===== src/design/rational_arithmetic_unit_assert.svh =====
// Assertion macros for the rational arithmetic unit.
`ifndef RATIONAL_ARITHMETIC_UNIT_ASSERT_SVH
`define RATIONAL_ARITHMETIC_UNIT_ASSERT_SVH
`ifndef SYNTHESIS
// Clocked check, disabled while reset is asserted.
`define RAU_ASSERT(lbl, clk, rst_n, prop) \
  lbl: assert property (@(posedge clk) disable iff (!rst_n) (prop)) \
    else $error("rau assertion failed");
// Clocked check that also holds during reset.
`define RAU_ASSERT_NR(lbl, clk, prop) \
  lbl: assert property (@(posedge clk) (prop)) \
    else $error("rau assertion failed during reset");
`else
`define RAU_ASSERT(lbl, clk, rst_n, prop)
`define RAU_ASSERT_NR(lbl, clk, prop)
`endif
`endif


===== src/design/rau_pkg.sv =====
package rau_pkg;

  // Command codes
  typedef enum logic [2:0] {
    CMD_ADD = 3'd0,
    CMD_SUB = 3'd1,
    CMD_MUL = 3'd2,
    CMD_DIV = 3'd3,
    CMD_NEG = 3'd4,
    CMD_CMP = 3'd5
  } cmd_e;

  // Result status codes
  localparam logic [1:0] ST_OK   = 2'd0;
  localparam logic [1:0] ST_ZERO = 2'd1;
  localparam logic [1:0] ST_OVF  = 2'd2;

  // Status of an iterative unit
  typedef struct packed {
    logic busy;
    logic done;
  } unit_stat_t;

endpackage


===== src/design/rau_cell.sv =====
module rau_cell #(
  parameter int MW = 64
) (
  input  logic          clk_i,
  input  logic [MW-1:0] rem_i,
  input  logic [MW-1:0] quo_i,
  input  logic [MW-1:0] dvs_i,
  output logic [MW-1:0] rem_o,
  output logic [MW-1:0] quo_o
);
  import rau_pkg::*;

  logic [MW:0]   part;
  logic [MW:0]   diff;
  logic          ge;
  logic [MW-1:0] rem_d;
  logic [MW-1:0] quo_d;

  // One restoring step: shift in the next dividend bit, subtract when it fits
  always_comb begin
    part  = {rem_i, quo_i[MW-1]};
    diff  = part - {1'b0, dvs_i};
    ge    = (part >= {1'b0, dvs_i});
    rem_d = ge ? diff[MW-1:0] : part[MW-1:0];
    quo_d = {quo_i[MW-2:0], ge};
  end

  // Hand the partial word to the next cell
  always_ff @(posedge clk_i) begin
    rem_o <= rem_d;
    quo_o <= quo_d;
  end

endmodule


===== src/design/rau_divider.sv =====
module rau_divider #(
  parameter int MW = 64
) (
  input  logic                clk_i,
  input  logic                rst_ni,
  input  logic                start_i,
  input  logic [MW-1:0]       dvd_i,
  input  logic [MW-1:0]       dvs_i,
  output rau_pkg::unit_stat_t stat_o,
  output logic [MW-1:0]       quo_o
);
  import rau_pkg::*;

  localparam int CW = $clog2(MW + 1);

  logic [MW-1:0] dvs_q;
  logic [CW-1:0] cnt_q;
  logic          busy_q;
  logic [MW-1:0] c0_rem_in, c0_quo_in, c0_dvs_in;
  logic [MW-1:0] c0_rem, c0_quo, c1_rem, c1_quo;

  // Load the ring on start, otherwise close it from the last cell
  always_comb begin
    c0_rem_in = start_i ? '0 : c1_rem;
    c0_quo_in = start_i ? dvd_i : c1_quo;
    c0_dvs_in = start_i ? dvs_i : dvs_q;
  end

  rau_cell #(.MW(MW)) u_cell0 (
    .clk_i (clk_i),
    .rem_i (c0_rem_in),
    .quo_i (c0_quo_in),
    .dvs_i (c0_dvs_in),
    .rem_o (c0_rem),
    .quo_o (c0_quo)
  );

  rau_cell #(.MW(MW)) u_cell1 (
    .clk_i (clk_i),
    .rem_i (c0_rem),
    .quo_i (c0_quo),
    .dvs_i (dvs_q),
    .rem_o (c1_rem),
    .quo_o (c1_quo)
  );

  // Hold the divisor for the whole pass
  always_ff @(posedge clk_i) begin
    if (start_i) begin
      dvs_q <= dvs_i;
    end
  end

  // Count steps; the word sits in the second cell after an even count
  always_ff @(posedge clk_i or negedge rst_ni) begin
    if (!rst_ni) begin
      busy_q <= 1'b0;
      cnt_q  <= '0;
    end else if (start_i) begin
      busy_q <= 1'b1;
      cnt_q  <= CW'(1);
    end else if (busy_q) begin
      if (cnt_q == CW'(MW)) begin
        busy_q <= 1'b0;
      end else begin
        cnt_q <= cnt_q + 1'b1;
      end
    end
  end

  assign stat_o.busy = busy_q;
  assign stat_o.done = busy_q && (cnt_q == CW'(MW));
  assign quo_o       = c1_quo;

endmodule


===== config.mk =====
export PLATFORM = sky130hd
export DESIGN_NAME = rau_divider
export DESIGN_NICKNAME = d
export VERILOG_FILES = /design/src/design/rational_arithmetic_unit_assert.svh /design/src/design/rau_pkg.sv /design/src/design/rau_cell.sv /design/src/design/rau_divider.sv
export SDC_FILE = /design/constraint.sdc
export NUM_CORES = 1
export LEC_CHECK = 0
export BUFFER_PORTS_ARGS = -buffer_cell sky130_fd_sc_hd__buf_2
export CORE_AREA = 8 8 168 210
export DETAILED_ROUTE_END_ITERATION = 8
export DIE_AREA = 0 0 176 218
export GPL_ROUTABILITY_DRIVEN = 0
export MAX_ROUTING_LAYER = met4
export PLACE_DENSITY_LB_ADDON = 0.12
export SLEW_MARGIN = 20
export SYNTH_ARGS = -nofsm -noshare
export SYNTH_HDL_FRONTEND = slang
export SYNTH_SLANG_ARGS = --single-unit
export TNS_END_PERCENT = 20

===== constraint.sdc =====
create_clock -name clk_i -period 4 [get_ports clk_i]
set_input_delay 0.4 -clock clk_i [delete_from_list [all_inputs] [get_ports clk_i]]
set_output_delay 0.4 -clock clk_i [all_outputs]
set_load 0.005 [all_outputs]

==> run summary <==
The per-cell routed wire length was 19.0 um; the remaining routing DRC violations was 0. After detailed placement, the design holds a cell count of 2831. The floorplan step defined a core boundary enclosing 0.0321 mm^2.

The run finished with clean final reports. The number of warnings issued by yosys came out at 0. Synthesis produced 2257 cells.

For the final-layout fill cell count, the log shows 2707. Wires add up to 54.9 mm. The clock net sink count is 328, and the ratio of final minimum period to clock period is 90.4%. Setup violations remaining at the end of the flow were counted as 0. The number of antenna violations at the first check in global routing was 3. The growth of design area from synthesis to finish was 14.9%; the setup slack of the most critical reg-to-reg path was 390 ps. TritonCTS built the clock tree. The H-tree was split into 2 levels.

The initial utilization of the core area, before any placement, comes to 58.8%. The die span in y is 218 um. After synthesis, the largest family of logic cells by area is compound AO/OA/AOI/OAI gates. The net count reported at finish is 2713.

Global routing consumed, over all layers together, 28.5% of the routing resources. The most used flip-flop cell after synthesis is dfxtp_1. For the wire length of the first global-routing pass, the log shows 85.9 mm. The path depth of the worst reg2reg path was 13.

The number of rows created at floorplan was 74; the via count was 16.9k. The buffer cell driving the clock tree root was clkbuf_16. The area share of xor/xnor cells in the synthesized design is 5.14%.

The setup slack after layout was 386 ps. In the routed layout, each cell is associated on average with a via count of 5.85. Post-layout utilization of the core: 67.6%. The number of global-route vias before repair was 17.0k.

Net switching is 27.5% of the power. Walking the worst path, the cells encountered are inv_1 -> ha_1 -> nand4_1 -> o211ai_1 -> a32oi_1 -> o31ai_2 -> a21oi_1 -> o31a_1 -> o211a_4 -> inv_4 -> buf_12 -> nand3_2 -> o32ai_2. Of the cells placed in the final design, the portion with a size suffix greater than 1 is 18.6%. The part of the Yosys area used for sequential elements is 35.0%, and the count of cell types in the netlist is 87. The tools report the final clock skew as 22.4 ps. Footprint of the flip-flops and latches: 0.00661 mm^2.

In the synthesized netlist the async set-or-reset flop fraction comes to 2.44%. Source of the worst register-to-register timing path: dvs_q[13]. Excluding fillers, the count of instances in the completed layout stands at 2897. Summed over all failing endpoints, the final setup total negative slack is 0 ps.

The classification of the worst setup path is register to register. The detailed-routing iteration count for the pre-antenna-repair pass is 7. Of all nets on the critical path, the largest fanout is 32. Global routing finished with a remaining overflow of 0. Summing all non-filler instances in the final layout gives an area of 0.0217 mm^2. The floorplan step set the die width to 176 um. STA puts the critical path data required time at 4420 ps. The count of state elements after synthesis works out to 328.

After synthesis, the cell types taking the most area are dfxtp_1 (34%), ha_1 (8.6%), nand2_1 (4.8%), mux2_2 (4.8%), a21oi_1 (4.6%). Summing the areas of all and, or, nand and nor instances in the mapped netlist gives 16.8% of the synthesized area. Start point of the critical path: dvs_q[13]. Clock tree synthesis inserted a total of 34 buffers.

Across all hold checks on the routed design, the worst slack comes to 85.0 ps. The die covers 0.0384 mm^2. Summed over all nets, the switching power comes to 2.23 mW. Summing all multi-input logic gate instances after layout gives 0.0112 mm^2.

In this run the remaining antenna-violating nets after routing total 0. The total power is 8.09 mW, and the post-CTS resize count is 0. The largest single stage delay on the critical path is 500 ps. The tools report the count of pins over their slew limit as 0. Entering global routing, the biggest net connects 73 pins.

After synthesis, the share of cell area in mux cells is 5.04%. For the iteration-0 DRC count of the detailed router, the log shows 1069. In this run the worst setup path terminates at u_cell1.rem_o[58]. Worst hold-check path type: input pin to register. The compound-cell area share of the yosys netlist is 23.2%, and the total internal power is 5.86 mW. Summed over all cells, the static leakage comes to 10.3 nW.

Summing all placed instances gives a cell area of 0.0205 mm^2. Setup repair after global routing left no endpoint under its margin. In this run the deepest clock path goes through 3 buffers. The tool flagged a number of max-cap violations equal to 0.

The largest individual stage delay along the critical path comes from the cell ha_1. The quantity of I/O buffers inserted on ports works out to 196. Pin placement for this block handled 197 I/O pins. Register clock-pin slew on the reported worst setup and hold paths: 60 ps. In this run the mean area of a mapped cell was 8.37 um^2. The worst setup path is captured at a register. Count of flip-flops with a built-in enable after synthesis: 0. The cell area that synthesis handed to floorplanning was 0.0189 mm^2. The worst-case IR drop observed on VDD is 422 uV.

The worst hold path begins at dvd_i[42]. Sequential cells account for 44.1% of the total power. Static timing analysis puts the maximum clock frequency at 0.277 GHz.

Combinational logic burns 15.7% of the power. The HPWL after detailed placement is 42.9 mm. The count of cells along the worst hold path is 2, and the share of the synthesized area in the top cell type is 33.9%. Summing the areas of all fa, ha and maj instances in the mapped netlist gives 8.82% of the synthesized area. For the latest clock arrival within the worst-skew pair, the log shows 540 ps. For the signal arrival time at the worst endpoint, the log shows 4040 ps.

The minimum clock period is 3610 ps, and the transition time of the tightest slew-check pin is 766 ps. The run gives 40.3% as the proportion of power drawn by the clock network. STA classifies the critical path startpoint as a register.

The number of nets in the synthesized netlist is 2520. By count the netlist is led by dfxtp_1 (320), nand2_1 (241), a21oi_1 (174). By instance count, the leading cell after synthesis is dfxtp_1.

The worst pin sits at a relative slew slack of 48.9%. The tools report the reg-to-reg critical path endpoint as u_cell1.rem_o[58]. The largest total area in the synthesized netlist belongs to dfxtp_1. The logs give 0 for the number of endpoints with negative hold slack in the final report and 14.2 ps for the placement-stage worst setup slack. The power density relative to cell area is 373 mW/mm^2.
-- power groups by stage --
stage | sequential, mW | clock, mW | combinational, mW
final | 3.56 | 3.26 | 1.27
after global routing | 3.59 | 3.43 | 1.39
after CTS | 3.57 | 3.30 | 1.26
after detailed placement | 3.63 | 0 | 1.24
after global placement | 3.63 | 0 | 1.22
after floorplan | 3.61 | 0 | 0.827
-- cell families (layout without fill, tap and decap cells) --
logic type | count (synthesis) | count (layout)
other cells | 0 | 5
mux | 85 | 85
buf+inv | 280 | 497
simple gates | 672 | 672
compound gates | 649 | 649
flops | 328 | 328
xor+xnor | 111 | 111
fa+ha+maj | 132 | 132
-- cells in the final DEF (no fill, tap or decap), drive strengths merged, types with 14 or more instances in the layout --
master and count:
a211oi 14, a21boi 73, a21o 71, a21oi 205
and2 15, and3 14, buf 262, clkbuf 48
dfxtp 320, ha 130, inv 177, mux2 81
nand2 241, nand2b 15, nand3 39, nand4 43
nor2 155, nor2b 74, nor3 29, o211ai 14
o21a 17, o21ai 124, o21bai 32, or3 20
xnor2 58, xor2 53
-- layer usage --
metal  track usage [%]  up-vias  part of all wire (%)
met4              15.6        0                   5.7
met5                 -        -                     0
met3              5.39      148                   6.4
li1                  -     8248                     -
met1              31.6     7888                    40
met2              47.8      652                    47
-- layout make-up --
type	instances	share of cell area, %
Timing Repair Buffer	263	7.40
Tap cell	418	2.41
Antenna cell	5	0.0577
Inverter	174	3.02
Clock inverter	12	0.571
Multi-Input combinational cell	1649	51.4
Clock buffer	48	4.72
Sequential cell	328	30.4
-- flip-flops by register name (all words and copies together) (netlist names) --
name           count
u_cell1.rem_o     64
dvs_q             64
u_cell1.quo_o     64
u_cell0.rem_o     64
cnt_q              7
u_cell0.quo_o     64
busy_q             1
-- worst max-delay path: cells and delay by family, from the launching register on --
kind	cells	cell delay, ps
compound gates	7	1920
buf+inv	3	400
simple gates	2	330
fa+ha+maj	1	500
flops	1	330
-- worst min-delay path by stage --
stage	to	slack [ps]
CTS	u_cell0.quo_o[42]	80
detailed placement	cnt_q[4]	250
finish	u_cell0.quo_o[43]	90
global placement	cnt_q[4]	250
floorplan	busy_q	100
global route	u_cell0.quo_o[27]	80
-- timing repair --
item / in CTS / in global routing
hold buffers: 1 / 0
setup buffers: 0 / 0
endpoints found under the hold margin: 8 / 0
(Power assumes the default switching activity.)
