**config.mk**
```make
export PLATFORM = sky130hd
export DESIGN_NAME = rau_gcd
export DESIGN_NICKNAME = d
export VERILOG_FILES = /design/src/design/rational_arithmetic_unit_assert.svh /design/src/design/rau_pkg.sv /design/src/design/rau_gcd.sv
export SDC_FILE = /design/constraint.sdc
export NUM_CORES = 1
export LEC_CHECK = 0
export BUFFER_PORTS_ARGS = -buffer_cell sky130_fd_sc_hd__clkbuf_2
export CORE_ASPECT_RATIO = 1.5
export CORE_UTILIZATION = 26
export DETAILED_ROUTE_END_ITERATION = 8
export PLACE_DENSITY_LB_ADDON = 0.12
export SLEW_MARGIN = 10
export SYNTH_ARGS = -nofsm -noshare
export SYNTH_HDL_FRONTEND = slang
export SYNTH_SLANG_ARGS = --single-unit
```
**constraint.sdc**
```tcl
create_clock -name clk_i -period 12.3 [get_ports clk_i]
set_input_delay 2.46 -clock clk_i [delete_from_list [all_inputs] [get_ports clk_i]]
set_output_delay 2.46 -clock clk_i [all_outputs]
set_load 0.03 [all_outputs]
```
**src/design/rational_arithmetic_unit_assert.svh**
```systemverilog
// Assertion macros for the rational arithmetic unit.
`ifndef RATIONAL_ARITHMETIC_UNIT_ASSERT_SVH
`define RATIONAL_ARITHMETIC_UNIT_ASSERT_SVH
`ifndef SYNTHESIS
// Clocked check, disabled while reset is asserted.
`define RAU_ASSERT(lbl, clk, rst_n, prop) \
  lbl: assert property (@(posedge clk) disable iff (!rst_n) (prop)) \
    else $error("rau assertion failed");
// Clocked check that also holds during reset.
`define RAU_ASSERT_NR(lbl, clk, prop) \
  lbl: assert property (@(posedge clk) (prop)) \
    else $error("rau assertion failed during reset");
`else
`define RAU_ASSERT(lbl, clk, rst_n, prop)
`define RAU_ASSERT_NR(lbl, clk, prop)
`endif
`endif

```
**src/design/rau_pkg.sv**
```systemverilog
package rau_pkg;

  // Command codes
  typedef enum logic [2:0] {
    CMD_ADD = 3'd0,
    CMD_SUB = 3'd1,
    CMD_MUL = 3'd2,
    CMD_DIV = 3'd3,
    CMD_NEG = 3'd4,
    CMD_CMP = 3'd5
  } cmd_e;

  // Result status codes
  localparam logic [1:0] ST_OK   = 2'd0;
  localparam logic [1:0] ST_ZERO = 2'd1;
  localparam logic [1:0] ST_OVF  = 2'd2;

  // Status of an iterative unit
  typedef struct packed {
    logic busy;
    logic done;
  } unit_stat_t;

endpackage

```
**src/design/rau_gcd.sv**
```systemverilog
module rau_gcd #(
  parameter int MW = 64
) (
  input  logic                clk_i,
  input  logic                rst_ni,
  input  logic                start_i,
  input  logic [MW-1:0]       x_i,
  input  logic [MW-1:0]       y_i,
  output rau_pkg::unit_stat_t stat_o,
  output logic [MW-1:0]       g_o
);
  import rau_pkg::*;

  localparam int KW = $clog2(MW + 1);

  typedef enum logic [2:0] {
    G_IDLE  = 3'b001,
    G_RUN   = 3'b010,
    G_SHIFT = 3'b100
  } gstate_e;

  gstate_e       state_q, state_d;
  logic [MW-1:0] x_q, y_q;
  logic [KW-1:0] k_q;

  // Step the binary gcd until one side is zero, then restore common twos
  always_comb begin
    state_d = state_q;
    case (state_q)
      G_IDLE: begin
        if (start_i) state_d = G_RUN;
      end
      G_RUN: begin
        if (x_q == '0 || y_q == '0) state_d = G_SHIFT;
      end
      G_SHIFT: begin
        if (k_q == '0) state_d = G_IDLE;
      end
      default: state_d = G_IDLE;
    endcase
  end

  always_ff @(posedge clk_i or negedge rst_ni) begin
    if (!rst_ni) begin
      state_q <= G_IDLE;
    end else begin
      state_q <= state_d;
    end
  end

  always_ff @(posedge clk_i) begin
    if (start_i && state_q == G_IDLE) begin
      x_q <= x_i;
      y_q <= y_i;
      k_q <= '0;
    end else if (state_q == G_RUN) begin
      if (x_q == '0) begin
        x_q <= y_q;
      end else if (y_q == '0) begin
        x_q <= x_q;
      end else if (!x_q[0] && !y_q[0]) begin
        x_q <= x_q >> 1;
        y_q <= y_q >> 1;
        k_q <= k_q + 1'b1;
      end else if (!x_q[0]) begin
        x_q <= x_q >> 1;
      end else if (!y_q[0]) begin
        y_q <= y_q >> 1;
      end else if (x_q >= y_q) begin
        x_q <= x_q - y_q;
      end else begin
        y_q <= y_q - x_q;
      end
    end else if (state_q == G_SHIFT && k_q != '0) begin
      x_q <= x_q << 1;
      k_q <= k_q - 1'b1;
    end
  end

  assign stat_o.busy = (state_q != G_IDLE);
  assign stat_o.done = (state_q == G_SHIFT) && (k_q == '0);
  assign g_o         = x_q;

endmodule

```
==> results.yml, run 1 <==
logic_synthesis:
  synth_top_area_cell: "edfxtp_1"
  syn_nets: 2366
  synth_common_cells: "nor2_1, a21oi_1, inv_1, o21ai_0, nand2_1"
  synth_cells: 2099
  synth.distinct_cells: 78
  yosys-top-cells-area: "edfxtp_1, ha_1, a21oi_1, nor2_1, o21ai_0"
  ys_seq_area_share_pct: 25.4
  netlist_area_mm2: 0.0160
  ys_ff_latch: 138
  yosysWarnings: 0
  synth.most_common_cell: "nor2_1"
  yosys.area.top_type_share_pct: 24.0
  synth-edff-count: 128
  async_flop_share_pct: 2.17
  synthFlopType: "edfxtp_1"
  syn_area_per_cell_um2: 7.62
timing:
  skew_ns: 0.0185
  worst_slew_pin_slew_ns: 1.24
  slew_viol_final: 0
  timing.final.crit_share_pct: 45.0
  rsz0062_at_grt: "no"
  max_freq_ghz: 0.181
  final-setup-viol-count: 0
  setup_tns_ns: 0
  fin_crit_ns: 5.53
  holdWs_ns: 0.533
  maxSlewHeadroom_pct: 17.1
  finalHoldViolations: 0
clock_tree:
  path_clk_slew_ns: 0.08
  postCtsSetupBuffers: 0
  cts.sinks: 138
  clkLatencyLatePin_ns: 0.49
  postCtsResizedCells: 0
  root_buffer: "clkbuf_16"
  cts_buffer_depth: 2
  h-tree-depth: 4
  cts-buffers-inserted: 17
  cts_tree: "built"
  cts_hold_buf: 0
layout:
  final-seq-area_mm2: 0.00406
  num-nets-final: 2463
  multi_input_area_mm2: 0.0107
  drive_gt1_share_pct: 13.5
  final_util_pct: 29.7
  syn_to_final_growth_pct: 13.4
  fillers: 6800
  diodes: 0
  postLayoutCellArea_mm2: 0.0181
setup_path:
  cp-end-kind: "flop"
  criticalPathCategory: "reg2reg"
  critPathLaunchType: "flop"
  crit_fanout: 45
  r2r_start: "g_o[0]"
  critPathRequiredTime_ns: 12.41
  cp.arrival_ns: 5.64
  worstSetupStartpoint: "g_o[0]"
  r2r_setup_slack_ns: 6.77
  reg2reg_depth: 13
hold_path:
  hold_start: "k_q[6]"
  hold_path_depth: 2
  min_path_type: "reg2reg"
floorplan:
  die_y_um: 306
  rows: 111
  pin_count: 197
  die-area_mm2: 0.0625
  die_w_um: 204
  core_area_mm2: 0.0610
  initial_core_util_pct: 26.2
grt:
  grt_pass1_wl_mm: 119
  grt_max_degree: 63
  grt-ovfl-total: 0
  grtUsageMet1_pct: 29.5
  grtUsageTotal_pct: 26.2
  met3_usage_pct: 2.54
  grt_pass1_vias: 17400
  antenna_found_initial: 0
  grtUsageMet2_pct: 48.5
  top_usage_layer: "met2"
detailed_routing:
  num_vias: 16900
  first_pass_iters: 6
  drcViolationCount: 0
  drtAntennaViolNets: 0
  drt_iter0_markers: 1352
  vias_per_cell: 5.65
  wire_per_inst_um: 27.5
  wl_mm: 82.5
run:
  drv_cap: 0
placed_design:
  placed_area_mm2: 0.0175
  place_congestion: 0.970
  hpwl_mm: 65.5
  port_buffers: 196
outcome:
  status: "completed"
-- layer usage --
layer,part of all wire (%),wire length [um]
met1,39,32100
met2,53,43600
met3,3.4,2820
met4,4.8,4000
met5,0,0
-- critical path, stage by stage, from the launching register on --
cell	delay, ns
edfxtp_1	0.55
inv_1	0.21
ha_1	0.18
inv_1	0.05
fa_1	0.43
a211oi_2	0.23
o21ai_0	0.16
a21oi_1	0.29
o311ai_0	0.24
and3_1	0.24
nor3_4	0.86
nor2_1	0.21
o21ai_4	0.69
buf_4	0.73
-- logic make-up (layout without fill, tap and decap cells) --
logic type                 Yosys count  count (layout)  share of synthesized area [%]
DFF                                138             138                           25.4
xor gates and xnor gates           127             127                           6.96
and+or+nand+nor                    619             619                           17.6
adders and majority gates          136             136                           10.8
AOI/OAI and AO/OA                  769             769                           31.0
muxes                                5               5                          0.313
buffers and inverters              305             415                           7.91
-- layout make-up --
class	count	area share (%)
inverters	164	3.40
repair buffers	219	6.35
flip-flops and latches	138	22.4
well taps	791	5.46
clock buffers	20	2.41
clock inverters	12	0.828
multi-input cells	1656	59.2
-- metrics by stage --
step,cells,worst slack [ns]
after floorplan,2099,4.54
after detailed placement,2968,6.60
after global placement,2967,6.37
after CTS,3000,6.76
after global routing,3000,6.50
final,3000,6.77
-- path summary, 6_finish.rpt --
check                              to
setup / recovery              y_q[27]
hold / removal                 k_q[6]
setup reg to reg              y_q[27]
hold reg to reg                k_q[6]
max in group asynchronous  state_q[0]
min in group asynchronous  state_q[2]
-- registers in the layout (all words and copies together), names as in the netlist --
signal	count
state_q	3
g_o	64
y_q	64
k_q	7
-- placed cells by master, fill, tap and decap left out, types with 14 or more instances in the layout --
cell,instances
clkbuf_16,17
edfxtp_1,128
inv_1,163
xor2_1,43
o31ai_1,14
ha_1,133
nor3_1,22
a221oi_1,79
o21ai_1,15
a31oi_1,30
o21bai_1,36
a22oi_1,26
nand3_1,44
nand4_1,47
o21ai_0,156
nor2_1,273
nor4_1,39
a21o_1,57
xnor2_1,84
a21oi_1,234
buf_4,22
o22ai_1,16
nand2_1,137
clkbuf_2,196
Power of run 1 is not shown: default switching activity piles up to over one toggle a cycle in this logic, so the estimate is an artifact.
==> run 2: changes to the inputs <==
Clock period 12.3 ns to 5.05 ns, I/O delays scaled along.
==> run 2 against run 1 <==
Net effect: cell count increased by 2.0%; clock skew rose by 0.0015 ns; critical path depth up 1; clock-buffer cell count up 3; design area is 3.2% higher; hold slack worse by 0.22 ns; global-route usage up 1.1 points; core utilization is 0.95 points higher; fmax increased by 21%; setup slack lost 6.3 ns; non-clock buffer count up 59; first-iteration DRC count increased by 1.5%; largest cell class unchanged; highest routed layer unchanged.
==> results.yml, run 2 (synthesized netlist as in run 1, its figures left out) <==
outcome:
  status: "completed"
timing:
  setup_tns_ns: 0
  rsz0062_at_grt: "no"
  max_freq_ghz: 0.219
  setup_ws_ns: 0.479
  finalHoldViolations: 0
  slew_viol_final: 0
  timing.final.crit_share_pct: 90.5
  maxSlewHeadroom_pct: 38.3
  worst_slew_pin_slew_ns: 0.917
  final-setup-viol-count: 0
  fin_crit_ns: 4.57
  skew_ns: 0.0200
run:
  drv_cap: 0
setup_path:
  critPathLaunchType: "flop"
  crit_family: "simple AND/OR/NAND/NOR gates"
  cp_slowest_cell: "nor4_1"
  cp.arrival_ns: 4.91
  criticalPathCategory: "reg2reg"
  r2r_start: "g_o[53]"
  critPathMaxStageDelay_ns: 0.75
  reg2reg_depth: 14
  cp.buffers_inverters: 3
  crit_fanout: 18
  critPathRequiredTime_ns: 5.38
  r2r_setup_slack_ns: 0.48
  worstReg2RegEnd: "g_o[56]"
  crit_path_cell_trace: "inv_1 -> ha_1 -> nand4_1 -> nor4_1 -> nand4_1 -> o21ai_1 -> or4_4 -> nor3_4 -> buf_4 -> nor3_4 -> nand2_1 -> buf_12 -> o22a_1 -> o21ai_0"
  cp-end-kind: "flop"
layout:
  fillers: 6742
  num-nets-final: 2522
  mostFrequentLayoutCell: "nor2_1"
  drive_gt1_share_pct: 15.9
  final-seq-area_mm2: 0.00406
  syn_to_final_growth_pct: 17.0
  multi_input_area_mm2: 0.0107
  mostFrequentLayoutCells: "nor2_1, a21oi_1, clkbuf_2"
detailed_routing:
  vias_per_cell: 5.66
  first_pass_iters: 8
  wl_mm: 86.0
  drt_iter0_markers: 1372
  num_vias: 17300
  wire_per_inst_um: 28.1
  drcViolationCount: 0
  drtAntennaViolNets: 0
clock_tree:
  clkLatencyLatePin_ns: 0.49
  postCtsResizedCells: 0
  cts_hold_buf: 0
  cts_buffer_depth: 2
  cts_tree: "built"
  root_buffer: "clkbuf_16"
  cts-buffers-inserted: 17
  cts.sinks: 138
  path_clk_slew_ns: 0.07
  postCtsSetupBuffers: 0
  h-tree-depth: 4
floorplan:
  die_y_um: 306
  core_area_mm2: 0.0610
  initial_core_util_pct: 26.2
  pin_count: 197
  die-area_mm2: 0.0625
  rows: 111
  die_w_um: 204
placed_design:
  hpwl_mm: 68.9
  port_buffers: 196
  place_ws_ns: 0.534
  place_congestion: 1.01
grt:
  grt_pass1_wl_mm: 124
  grt_max_degree: 100
  grt_pass1_vias: 17700
  grt-ovfl-total: 0
  grtUsageTotal_pct: 27.3
  antenna_found_initial: 1
hold_path:
  min_path_type: "in2async"
run 2: changes by cell type in the layout (fill, tap and decap cells not counted), sizes merged:
cell and delta:
bufinv -3, clkbuf +3, diode +1, clkinv -4, inv +6, buf +59
clkinvlp -2
run 2: through the flow:
| stage | cells | cell area (um2) | hold slack (ns) | utilization, % |
|---|---|---|---|---|
| final | 3060 | 18700 | 0.310 | 30.7 |
| after global routing | 3060 | 18700 | 0.298 | 30.7 |
| after CTS | 3059 | 18700 | 0.281 | 30.7 |
| after detailed placement | 3027 | 18100 | 0.507 | 29.7 |
| after global placement | 3027 | 18100 | 0.506 | 29.7 |
| after floorplan | 2099 | 16000 | 0.480 | - |
run 2: worst max-delay path by stage:
stage / start / end / slack (ns) / cells past startpoint
after floorplan: g_o[0] / y_q[10] / 0.19 / 13
after global placement: g_o[53] / g_o[56] / 0.60 / 14
after detailed placement: g_o[53] / g_o[56] / 0.53 / 14
after CTS: g_o[53] / g_o[56] / 0.51 / 14
after global routing: g_o[53] / g_o[56] / 0.14 / 14
final: g_o[53] / g_o[56] / 0.48 / 14
run 2: area by class of cell:
cell class	instances	share of cell area (%)
Inverter	164	3.29
Multi-Input combinational cell	1656	57.3
Antenna cell	1	0.0134
Timing Repair Buffer	278	9.14
Sequential cell	138	21.7
Clock buffer	23	2.90
Tap cell	791	5.29
Clock inverter	9	0.368
run 2: per-layer routing:
metal  vias up  GRT usage [%]  part of all wire (%)  wire length (um)
met2       652           50.2                    52             44900
met4         0           15.0                   5.7              4930
li1       7973              -                     -                 -
met3       156           3.23                   4.4              3760
met1      8539           30.1                    38             32400
met5         -              0                     0                 0
Power of run 2 is left out for the same reason.
